**src/rtl/core/scc_ram.sv**
```systemverilog
// Generic simple dual-port RAM, one write port, one registered read port.
module scc_ram #(
  parameter int WIDTH = 32,
  parameter int DEPTH = 64
) (
  input  logic                     clk,
  input  logic                     we,
  input  logic [$clog2(DEPTH)-1:0] waddr,
  input  logic [WIDTH-1:0]         wdata,
  input  logic [$clog2(DEPTH)-1:0] raddr,
  output logic [WIDTH-1:0]         rdata
);

  logic [WIDTH-1:0] mem [DEPTH];

  always_ff @(posedge clk) begin
    if (we) begin
      mem[waddr] <= wdata;
    end
    rdata <= mem[raddr];
  end

endmodule

```
**config.mk**
```make
export PLATFORM = sky130hd
export DESIGN_NAME = scc_ram
export DESIGN_NICKNAME = d
export VERILOG_FILES = /design/src/rtl/core/scc_ram.sv
export SDC_FILE = /design/constraint.sdc
export NUM_CORES = 2
export LEC_CHECK = 0
export BUFFER_PORTS_ARGS = -buffer_cell sky130_fd_sc_hd__buf_2
export CAP_MARGIN = 15
export CORE_MARGIN = 2
export CORE_UTILIZATION = 48
export CTS_CLUSTER_DIAMETER = 120
export CTS_CLUSTER_SIZE = 8
export DETAILED_ROUTE_END_ITERATION = 10
export GPL_TIMING_DRIVEN = 0
export SKIP_CTS_REPAIR_TIMING = 1
export SYNTH_ARGS = -nofsm -noshare
export SYNTH_HDL_FRONTEND = slang
export SYNTH_SLANG_ARGS = --single-unit
```
**constraint.sdc**
```tcl
create_clock -name clk -period 7.6 [get_ports clk]
set_input_delay 0.76 -clock clk [delete_from_list [all_inputs] [get_ports clk]]
set_output_delay 0.76 -clock clk [all_outputs]
set_load 0.005 [all_outputs]
```
==> impl_metrics.yaml <==
flow_run:
  maxCapViolations: 0
synth:
  synth_warnings: 0
  ys_top_cells_by_area: "edfxtp_1 (78%), mux4_2 (16%), mux2i_1 (1.2%), dfxtp_1 (0.82%), o22ai_1 (0.67%)"
  synth-edff-count: 2048
  syn_area_sq_um: 78500
  yosys.area.top_type_share_pct: 78.3
  ys_seq_area_share_pct: 79.1
  synthArstFlopShare_pct: 0
  syn_inst: 3324
  synth_common_cells: "edfxtp_1 (2,048), mux4_2 (544), nor2_1 (137), mux2i_1 (93), o22ai_1 (84)"
  synth_fp_nets: 3370
  ys_seq_elements: 2080
  synth_top_area_cell: "edfxtp_1"
  avgSynthCellArea_sq_um: 23.6
  synthFlopType: "edfxtp_1"
  synth.distinct_cells: 34
  synth.most_common_cell: "edfxtp_1"
grt:
  grt_pass1_wl_mm: 321
  gr-usage-all-layers_pct: 28.4
  antenna_found_initial: 23
  grt_max_degree: 65
  grt_pass1_vias: 38500
  grt.overflow.total: 0
place:
  post-place-ws_ps: 2320
  dp_cells: 5677
  dp_hpwl_mm: 152
  dpl-instance-area_sq_um: 84200
  numPortBuffers: 69
  gp_congestion: 0.968
min_path:
  worstHoldEndpoint: "mem[5][8]"
  min_path_type: "input port to register"
  hold_depth: 1
  min-delay-start: "wdata[8]"
timing:
  hold_slack_ps: 205
  finalHoldViolCount: 0
  relSlewSlack_pct: 11.2
  period_minus_slack_ps: 4690
  fin_crit_sh_pct: 61.7
  rsz0062_at_grt: "no"
  setup_violations: 0
  fin_skew_ps: 55.7
  tightest_slew_ps: 1330
  drv_slew: 0
  setup_slack_ps: 2910
  clock.fmax_ghz: 0.213
critical_path:
  worstSetupStartpointType: "input port"
  critPathCaptureType: "register"
  r2r_slack_ps: 4580
  critPathKind: "input port to register"
  worstRegToRegCells: 4
  reg2reg_to: "rdata[21]"
  reg2reg_from: "mem[3][21]"
  slowest_delay_ps: 920
  cp_num_buf_inv: 4
  path_cells: "buf_2 > buf_2 > buf_2 > buf_1 > nand3b_1 > o221ai_1 > a21oi_1 > a21oi_1 > nor2_1"
  crit_arrival_ps: 5430
  cp_top_family: "buffers and inverters"
  path_common_cell: "buf_2"
  worst-endpoint-required_ps: 8340
  worst-path-max-fanout: 10
  critPathSlowestCell: "buf_1"
cells_and_area:
  finalNonFillerCells: 6060
  drive_gt1_share_pct: 31.4
  fin_area_sq_um: 92700
  fin_util_pct: 57.0
  area_delta_synth_final_pct: 18.0
  nets: 3874
clocking:
  cts.sinks: 2080
  cts_buffers: 310
  ctsHtreeMaxLevel: 5
  cts_tree: "yes"
  clk_path_buf_depth: 4
  root_buffer: "clkbuf_16"
  clk_latency_ps: 910
  clk_pin_slew_ps: 50
floorplan:
  die_height_um: 408
  coreArea_sq_um: 163000
  die_w_um: 408
  start_util_pct: 48.3
  pin_count: 78
  rows: 148
  dieArea_sq_um: 167000
detailed_routing:
  ant_nets: 0
  num_vias: 39600
  drc_errors: 0
  wl_mm: 236
  drt-vias-per-instance: 6.54
  first_iter_violations: 6452
  wl_per_cell_um: 39.0
  drtPass1Iterations: 6
pwr:
  peakVddDrop_v: 0.000275
  power.density_nw_per_um2: 281
  p_leak_uw: 0.0292
outcome:
  status: "finished, final reports clean"
==> logic make-up after synthesis <==
group	synth area share, %
buf+inv	1.13
flops	79.1
simple gates	1.27
compound gates	1.67
mux	16.8
==> flip-flops by register name, summed over array words and instances, names as in the netlist <==
register  cells
rdata        32
mem        2048
==> report_power, final <==
part / total (uW) / switching [uW] / internal (uW) / leakage (uW)
logic: 1400 / 928 / 470 / 0.00650
clock network: 11900 / 4560 / 7340 / 0.00398
registers: 12800 / 23.1 / 12700 / 0.0187
total: 26100 / 5510 / 20500 / 0.0292
==> layer usage <==
metal,part of all wire [%],vias to the layer above,GRT usage [%]
met3,11,470,7.34
met4,3.9,12,10.5
met1,38,21300,39.6
li1,-,15200,-
met2,47,2585,43.6
met5,0.11,-,0.891
==> metrics by stage <==
| stage | TNS (ps) | power (uW) |
|---|---|---|
| floorplan | 0 | 13600 |
| global placement | -195 | 14300 |
| detailed placement | 0 | 14300 |
| CTS | 0 | 26100 |
| global route | 0 | 26700 |
| finish | 0 | 26100 |
==> cell usage in the layout (no fill, tap or decap), types with 5 or more instances in the layout <==
master / netlist / routed
nor2b_1: 15 / 15
buf_6: 5 / 11
diode_2: 0 / 14
buf_1: 21 / 20
o22ai_1: 84 / 84
edfxtp_1: 2048 / 2048
nand3b_1: 5 / 5
buf_4: 25 / 26
clkbuf_1: 74 / 106
buf_8: 0 / 17
clkbuf_16: 0 / 318
buf_2: 57 / 126
nand3_1: 5 / 5
buf_12: 0 / 84
a22oi_1: 12 / 12
o221ai_1: 27 / 27
a21oi_1: 62 / 62
buf_16: 0 / 16
nor2_1: 137 / 75
nand2b_1: 8 / 8
mux4_2: 544 / 544
mux2i_1: 93 / 93
nor3_1: 7 / 5
nor2_4: 0 / 62
nand2_1: 26 / 26
dfxtp_1: 32 / 32
a311oi_1: 8 / 8
==> area by class of cell <==
| type | count | area, sq um |
|---|---|---|
| Tap cell | 2175 | 2720 |
| Multi-Input combinational cell | 1062 | 16000 |
| Fill cell | 11700 | 69900 |
| Buffer | 182 | 887 |
| Sequential cell | 2080 | 62100 |
| Clock buffer | 350 | 8080 |
| Timing Repair Buffer | 192 | 2790 |
| Antenna cell | 14 | 35.0 |
| Clock inverter | 5 | 46.3 |
==> worst max path at each step <==
stage | start | endpoint | cells after the start
2_1_floorplan | waddr[3] | mem[48][0] | 4
3_3_place_gp | waddr[4] | mem[49][14] | 3
3_5_place_dp | raddr[1] | rdata[19] | 9
4_1_cts | raddr[1] | rdata[15] | 9
5_1_grt | raddr[1] | rdata[22] | 9
6_report | raddr[1] | rdata[15] | 9
==> worst register-to-register path, stage by stage (launching register included) <==
cell and delay (ps):
edfxtp_1 360, mux4_2 500, mux4_2 540, o22ai_1 890, nor2_1 470
No activity file was read; power rests on OpenSTA's default activity.
