[src/rtl/core/scc_pkg.sv]
// Shared types, constants and helpers for the spike cross-correlogram block.
package scc_pkg;

  localparam int SCC_CHANNELS   = 64;
  localparam int SCC_MAX_BINS   = 64;
  localparam int SCC_RING_DEPTH = 16;

  localparam int BIN_WIDTH_W = 16;
  localparam int BIN_COUNT_W = 7;

  localparam logic [15:0] BIN_WIDTH_RST = 16'd1;
  localparam logic [6:0]  BIN_COUNT_RST = 7'd64;

  // configuration register indexes
  localparam logic CFG_BIN_WIDTH = 1'b0;
  localparam logic CFG_BIN_COUNT = 1'b1;

  typedef enum logic [1:0] {
    ACT_SPIKE = 2'd0,
    ACT_BIN   = 2'd1,
    ACT_TOTAL = 2'd2,
    ACT_SPAN  = 2'd3
  } action_t;

  typedef struct packed {
    action_t     action;
    logic [5:0]  channel;
    logic [31:0] spike_time;
    logic [5:0]  ref_channel;
    logic [5:0]  bin_index;
  } scc_in_t;

  typedef struct packed {
    logic [31:0] value;
    logic        ring_overflow;
  } scc_out_t;

  function automatic logic [31:0] sat_inc(input logic [31:0] c);
    sat_inc = (c == 32'hFFFF_FFFF) ? c : c + 32'd1;
  endfunction

endpackage

[src/rtl/core/scc_lag_div.sv]
// Restoring divider, one quotient bit per cycle: lag / bin width -> bin.
module scc_lag_div
  import scc_pkg::*;
#(
  parameter int QW   = 6,
  parameter int WINW = 22
) (
  input  logic             clk,
  input  logic             rst_n,
  input  logic             start,
  input  logic [WINW-1:0]  dividend,
  input  logic [15:0]      divisor,
  output logic             done,
  output logic [QW-1:0]    quotient
);

  localparam int SCW = $clog2(QW + 1);

  logic            busy_r, busy_nxt;
  logic            done_r, done_nxt;
  logic [WINW-1:0] rem_r, rem_nxt;
  logic [WINW-1:0] dsr_r, dsr_nxt;
  logic [QW-1:0]   q_r, q_nxt;
  logic [SCW-1:0]  cnt_r, cnt_nxt;

  always_comb begin
    busy_nxt = busy_r;
    done_nxt = 1'b0;
    rem_nxt  = rem_r;
    dsr_nxt  = dsr_r;
    q_nxt    = q_r;
    cnt_nxt  = cnt_r;
    if (start) begin
      busy_nxt = 1'b1;
      rem_nxt  = dividend;
      dsr_nxt  = WINW'(divisor) << (QW - 1);
      cnt_nxt  = SCW'(QW - 1);
    end else if (busy_r) begin
      if (rem_r >= dsr_r) begin
        rem_nxt = rem_r - dsr_r;
        q_nxt   = {q_r[QW-2:0], 1'b1};
      end else begin
        q_nxt   = {q_r[QW-2:0], 1'b0};
      end
      dsr_nxt = dsr_r >> 1;
      cnt_nxt = cnt_r - SCW'(1);
      if (cnt_r == '0) begin
        busy_nxt = 1'b0;
        done_nxt = 1'b1;
      end
    end
  end

  always_ff @(posedge clk) begin
    if (!rst_n) begin
      busy_r <= 1'b0;
      done_r <= 1'b0;
    end else begin
      busy_r <= busy_nxt;
      done_r <= done_nxt;
    end
    rem_r <= rem_nxt;
    dsr_r <= dsr_nxt;
    q_r   <= q_nxt;
    cnt_r <= cnt_nxt;
  end

  assign done     = done_r;
  assign quotient = q_r;

endmodule

[config.mk]
export PLATFORM = sky130hd
export DESIGN_NAME = scc_lag_div
export DESIGN_NICKNAME = d
export VERILOG_FILES = /design/src/rtl/core/scc_pkg.sv /design/src/rtl/core/scc_lag_div.sv
export SDC_FILE = /design/constraint.sdc
export NUM_CORES = 1
export LEC_CHECK = 0
export BUFFER_PORTS_ARGS = -buffer_cell sky130_fd_sc_hd__buf_2
export CORE_MARGIN = 2
export CORE_UTILIZATION = 60
export CTS_BUF_LIST = sky130_fd_sc_hd__clkbuf_4 sky130_fd_sc_hd__clkbuf_8
export DETAILED_ROUTE_END_ITERATION = 8
export GPL_TIMING_DRIVEN = 0
export PLACE_DENSITY = 0.89
export SKIP_CTS_REPAIR_TIMING = 1
export SYNTH_ARGS = -nofsm -noshare
export SYNTH_HDL_FRONTEND = slang
export SYNTH_SLANG_ARGS = --single-unit
[constraint.sdc]
create_clock -name clk -period 3.6 [get_ports clk]
set_input_delay 0.54 -clock clk [delete_from_list [all_inputs] [get_ports clk]]
set_output_delay 0.54 -clock clk [all_outputs]
set_load 0.1 [all_outputs]
==> summary.txt, run 1 <==
Run status
  • Status: finished, final reports clean

Route
  • Total iterations of the first detailed-routing run: 5
  • 1st-iter DRT viols: 312
  • Routed Wire Length: 8490 µm
  • WL per Instance: 16.7 µm
  • Top Layer Used: met4
  • WL met1: 3870 µm
  • Met2 Wirelength: 3860 µm
  • Routed wl met3: around 620 µm
  • Vias/cell: 6.02
  • DRT antenna net count: 0
  • Routed via count: 3050
  • Residual DRC count: 0

Clock network
  • Sink Count: 54
  • CTS clk-pin slew, worst paths: 100 ps
  • Clk buf depth: 2
  • CTS Root Cell: clkbuf_8
  • Clk_lat worst skew: about 320 ps
  • CTS tree: yes
  • Max H-tree Level: 2
  • CTS buffer count: 5

Setup path
  • Crit path launch type: register
  • R2r startpoint: rem_r[0]
  • Critical path class: reg -> reg
  • Critical-path cell list: inv_1 > ha_1 > fa_1 > nor2b_1 > o2111ai_1 > a21oi_1 > o31ai_1 > a21oi_1 > o31a_1
  • Critical Path AT: about 3200 ps
  • Crit path buffers/inverters: 1
  • Crit-path slowest cell: o31a_1
  • CP endpoint kind: register
  • Worst r2r path cells: 9
  • Crit path required time: 3530 ps
  • R2r setup slk: 350 ps
  • Crit path top cell by count: a21oi_1
  • R2r endpoint: rem_r[10]
  • CP peak stage delay: 940 ps
  • CP top delay family: compound AO/OA/AOI/OAI gates
  • Worst-path fanout max: 22

Final layout
  • Ant diodes: 0
  • Nets: 499
  • Area growth syn-to-layout: 12.0%
  • Final Cell Area: 3900 µm²
  • Proportion of layout cells with a drive suffix above 1: 0.159

Yosys
  • Prevailing post-synth register cell: edfxtp_1
  • Cell accounting for the most synthesized area: edfxtp_1
  • Count leader, synth: nand2_1
  • Post-synthesis cell type count: 57
  • Sequential cell area fraction in the yosys report: 0.437
  • Synthesized flop and latch total: 54
  • YS warnings: 0
  • Synth top area share: 0.380
  • Syn Nets: 445
  • Synth area leaders: edfxtp_1, ha_1, nand2_1, dfxtp_1, o21ai_0
  • Syn Inst Count: 380
  • Mapped Area: between 3000 and 4000 µm²
  • Most common library cells after synthesis: nand2_1, edfxtp_1, o21ai_0, inv_1, ha_1
  • Number of synthesized flops with an enable pin: 44
  • FFs w/ async S/R, synth: 0
  • Syn_area_per_cell: about 9.2 µm²

GRT
  • Total global routing track utilization: 0.277
  • Vias in the first global route: 2823
  • Global route overflow: 0
  • Largest net degree at the start of global routing: 23
  • First-pass GRT wire length: 13500 µm
  • Initial antenna violation count: 0

STA
  • Fin Setup TNS: 0 ps
  • Tmin final: ~3300 ps
  • Tightest Pin Transition: 1160 ps
  • Slew margin rel.: 0.226
  • Fin. Hold Viols: 0
  • Setup violators final: 0
  • Post-Route Skew: 17.0 ps
  • Slew Viols, Final: 0
  • Fmax: 308 MHz
  • Fin crit share: 0.903
  • RSZ-0062 raised after global routing: no

Min path
  • Worst min path class: reg -> reg
  • Hold Path Cell Cnt: 0
  • Hold path start: quotient[4]
  • Hold path endpoint: quotient[5]

Floorplanning
  • Die Ht: 80.1 µm
  • Boundary Pins: 48
  • Initial Util: 0.628
  • Row count: 27
  • Core area: approximately 5500 µm²
  • Die area: between 6000 and 7000 µm²
  • Chip width: 80.1 µm

Placement
  • Routability cong.: 0.971
  • # port buffers: 47
  • HPWL Detailed: 6470 µm
  • Area after DPL: around 3800 µm²

Run
  • Max cap viols: 0

Power
  • VDD IR max: 336 µV
  • Power Dens Cells: 648 nW/µm²
  • Leakage power: 0.00164 µW
[flip-flops by register name, indices dropped and copies added (netlist names)]
| register | count |
|---|---|
| done | 1 |
| cnt_r | 3 |
| dsr_r | 21 |
| busy_r | 1 |
| rem_r | 22 |
| quotient | 6 |
[cells in the final DEF (no fill, tap or decap), types with 5 or more instances in the layout]
master,instances
mux2i_1,6
nand3_1,7
buf_1,5
nor3_1,7
ha_1,23
clkbuf_1,8
inv_1,29
and3_1,5
o21ai_0,35
edfxtp_1,44
nand2_1,68
xnor2_1,7
nor2_1,22
xor2_1,6
buf_2,48
o21a_1,5
clkbuf_8,5
dfxtp_1,10
a21oi_1,22
[logic make-up (layout without fill, tap and decap cells)]
group | count (synthesis) | after routing | synth area share
xor gates and xnor gates | 13 | 13 | 0.0327
and+or+nand+nor | 130 | 130 | 0.165
adders and majority gates | 24 | 24 | 0.0885
AOI/OAI and AO/OA | 102 | 102 | 0.188
buffers and inverters | 48 | 103 | 0.0619
DFF | 54 | 54 | 0.437
muxes | 9 | 9 | 0.0270
[metrics by stage]
| step | util | hold slack [ps] | power [µW] | std cells | setup WS (ps) |
|---|---|---|---|---|---|
| after floorplan | - | 444 | 1850 | 380 | 913 |
| after global placement | 0.687 | 423 | 2090 | 499 | 429 |
| after detailed placement | 0.687 | 428 | 2120 | 499 | 409 |
| after CTS | 0.703 | 461 | 2490 | 507 | 382 |
| after global routing | 0.703 | 473 | 2690 | 507 | 94.4 |
| final | 0.703 | 458 | 2520 | 507 | 349 |
[cell type report]
| cell class | instances | area, µm² |
|---|---|---|
| clock buffer | 5 | 68.8 |
| fill | 445 | 1640 |
| clock inverter | 3 | 23.8 |
| inverter | 29 | 109 |
| multi-input combinational | 278 | 1740 |
| buffer | 19 | 106 |
| timing repair buffer | 47 | 235 |
| tap | 72 | 90.1 |
| sequential | 54 | 1520 |
[how the worst max path moves through the flow]
stage / startpoint / end / slack [ps] / cells past startpoint
2_1_floorplan: rem_r[0] / rem_r[0] / 910 / 9
3_3_place_gp: rem_r[0] / rem_r[4] / 430 / 9
5_1_grt: rem_r[0] / rem_r[2] / 90 / 9
3_5_place_dp: rem_r[0] / rem_r[3] / 410 / 9
4_1_cts: rem_r[0] / rem_r[0] / 380 / 9
6_report: rem_r[0] / rem_r[10] / 350 / 9
[per-layer routing]
layer	GRT usage	vias up
met5	0	-
met4	0.0746	0
met3	0.0382	15
met2	0.429	130
met1	0.408	1432
li1	-	1473
[worst register-to-register path, stage by stage, from the launching register on]
cell and delay, ps:
edfxtp_1 330, inv_1 40, ha_1 210, fa_1 420
nor2b_1 170, o2111ai_1 180, a21oi_1 220, o31ai_1 120
a21oi_1 240, o31a_1 940
[where the power goes]
group / switching, µW / leakage [µW] / internal [µW]
logic: 769 / 0.00107 / 495
registers: 56.1 / 0.000525 / 837
clock network: 224 / 0.0000481 / 143
No activity file was read; power rests on OpenSTA's default activity.
==> run 2: changes to the inputs <==
==> constraint.sdc (replaced) <==
create_clock -name clk -period 3 [get_ports clk]
set_input_delay 0.45 -clock clk [delete_from_list [all_inputs] [get_ports clk]]
set_output_delay 0.45 -clock clk [all_outputs]
set_load 0.1 [all_outputs]
==> run 2 against run 1 <==
- non-clock buffer count did not move
- routed wire length shrank 0.65%
- maximum frequency increased by 22%
- sequential cell count unchanged
- first-iteration DRC count up 7.4%
- highest routed layer unchanged
- clock power up 19%
==> summary.txt, run 2 (synthesis gave the netlist of run 1 again) <==
Run status
  • Status: finished, final reports clean (unchanged)

Setup path
  • Worst-path fanout max: 22 (unchanged)
  • R2r endpoint: rem_r[10] (unchanged)
  • Critical Path AT: 2650 ps (was 3180 ps)
  • Worst r2r path cells: 9 (unchanged)
  • Critical path class: reg -> reg (unchanged)
  • Crit path launch type: register (unchanged)
  • R2r startpoint: rem_r[0] (unchanged)
  • CP endpoint kind: register (unchanged)
  • Crit path required time: 2990 ps (was 3530 ps)
  • R2r setup slk: 340 ps (was 350 ps)

Placement
  • HPWL Detailed: 6470 µm (unchanged)
  • Routability cong.: 0.971 (unchanged)
  • Area after DPL: 3800 µm² (unchanged)
  • # port buffers: 47 (unchanged)
  • # placed instances: 499 (unchanged)
  • Setup Slack @ Placement: -191 ps (was 409 ps)

GRT
  • Total global routing track utilization: 0.277 (unchanged)
  • First-pass GRT wire length: 13500 µm (unchanged)
  • Largest net degree at the start of global routing: 23 (unchanged)
  • Initial antenna violation count: 0 (unchanged)
  • Global route overflow: 0 (unchanged)
  • Vias in the first global route: 2823 (unchanged)

Power
  • P_sw: 1260 µW (was 1050 µW)
  • Flop pwr share: 0.353 (was 0.354)
  • P_int: 1770 µW (was 1470 µW)
  • Power Dens Cells: 775 nW/µm² (was 648 nW/µm²)
  • VDD IR max: 404 µV (was 336 µV)
  • Gate power share: 0.503 (was 0.501)
  • Sw frac: 0.415 (was 0.416)
  • Clock network fraction of total power: 0.144 (was 0.145)
  • Leakage power: 0.00165 µW (was 0.00164 µW)

Final layout
  • Largest register FFs: 22 (unchanged)
  • Ant diodes: 0 (unchanged)
  • Commonest non-fill, non-tap cell in the layout: nand2_1 (unchanged)
  • Area occupied by multi-input gates: 1750 µm² (was 1740 µm²)
  • Nets: 499 (unchanged)
  • Fillers: 442 (was 445)
  • Register area: 1520 µm² (unchanged)
  • Proportion of layout cells with a drive suffix above 1: 0.161 (was 0.159)
  • Reg with most FFs: rem_r (unchanged)
  • Final Cell Area: 3910 µm² (was 3900 µm²)
  • Most frequent cells in the layout: nand2_1, buf_2, edfxtp_1, o21ai_0, inv_1 (unchanged)
  • Post-Layout Cell Count: 507 (unchanged)
  • Area growth syn-to-layout: 12.3% (was 12.0%)
  • Util after Layout: 0.705 (was 0.703)

Clock network
  • Max H-tree Level: 2 (unchanged)
  • CTS Root Cell: clkbuf_8 (unchanged)
  • CTS buffer count: 5 (unchanged)
  • Sink Count: 54 (unchanged)
  • CTS tree: yes (unchanged)
  • Clk_lat worst skew: 310 ps (was 320 ps)
  • Clk buf depth: 2 (unchanged)
  • CTS clk-pin slew, worst paths: 100 ps (about the same)

Floorplanning
  • Row count: 27 (unchanged)
  • Initial Util: 0.628 (unchanged)
  • Die area: 6420 µm² (unchanged)
  • Core area: 5540 µm² (unchanged)
  • Die Ht: 80.1 µm (unchanged)
  • Chip width: 80.1 µm (unchanged)
  • Boundary Pins: 48 (unchanged)

STA
  • RSZ-0062 raised after global routing: no (unchanged)
  • Tightest Pin Transition: 729 ps (was 1160 ps)
  • Setup violators final: 0 (unchanged)
  • Slew Viols, Final: 0 (unchanged)
  • Tmin final: 2660 ps (was 3250 ps)
  • Post-Route Skew: 11.5 ps (was 17.0 ps)
  • Worst hold slack: 391 ps (was 458 ps)
  • Fin crit share: 0.888 (was 0.903)
  • Fin. Hold Viols: 0 (unchanged)
  • Setup WS post-layout: 337 ps (was 349 ps)
  • Slew margin rel.: 0.513 (was 0.226)
  • Fmax: 376 MHz (was 308 MHz)

Route
  • WL per Instance: 16.6 µm (was 16.7 µm)
  • 1st-iter DRT viols: 335 (was 312)
  • Routed via count: 3023 (was 3050)
  • Residual DRC count: 0 (unchanged)
  • Routed Wire Length: 8430 µm (was 8490 µm)
  • DRT antenna net count: 0 (unchanged)
  • Vias/cell: 5.96 (was 6.02)
  • Total iterations of the first detailed-routing run: 5 (unchanged)

Run
  • Max cap viols: 0 (unchanged)

Min path
  • Hold path start: rst_n (was quotient[4])
  • Hold path endpoint: done (was quotient[5])
  • Hold Path Cell Cnt: 2 (was 0)
  • Worst min path class: in -> reg (was reg -> reg)
-- run 2: changes by cell type in the layout (fill, tap and decap cells not counted) --
cell    before  now
o31a_4       0    1
o31a_1       2    1
-- run 2: how the worst max path moves through the flow --
stage,cells past startpoint,slack (ps),to,start
global route,9,160,rem_r[3],rem_r[0]
CTS,9,-220,rem_r[0],rem_r[0]
global placement,9,-170,rem_r[4],rem_r[0]
detailed placement,9,-190,rem_r[3],rem_r[0]
floorplan,9,310,rem_r[0],rem_r[0]
finish,9,340,rem_r[10],rem_r[0]
-- run 2: through the flow --
step	power (µW)	setup TNS, ps
after detailed placement	2550	-4180
after global placement	2510	-3750
after global routing	3230	0
final	3030	0
after CTS	2990	-4600
after floorplan	2220	0
-- run 2: routing by layer --
metal  track usage  vias up  routed length [µm]
li1              -     1469                   -
met1         0.408     1410                3810
met2         0.429      130                3850
met3        0.0382       14                 628
met4        0.0746        0                 141
met5             0        -                   0
-- run 2: power by group through the flow --
stage | registers (µW) | clock network, µW | logic (µW)
after floorplan | 1080 | 0 | 1130
after global placement | 1080 | 0 | 1430
after detailed placement | 1090 | 0 | 1460
after CTS | 1070 | 443 | 1480
after global routing | 1080 | 473 | 1670
final | 1070 | 437 | 1520
-- run 2: layout make-up --
cell class | count | share of cell area
multi-input cells | 278 | 0.448
flip-flops and latches | 54 | 0.390
inverters | 29 | 0.0279
well taps | 72 | 0.0231
clock inverters | 3 | 0.00609
plain buffers | 19 | 0.0272
repair buffers | 47 | 0.0602
clock buffers | 5 | 0.0176
-- run 2: critical path: stages (launching register included) --
cell and delay [ps]:
edfxtp_1 330, inv_1 40, ha_1 220, fa_1 420, nor2b_1 170, o2111ai_1 180, a21oi_1 220, o31ai_1 120
a21oi_1 270, o31a_4 380
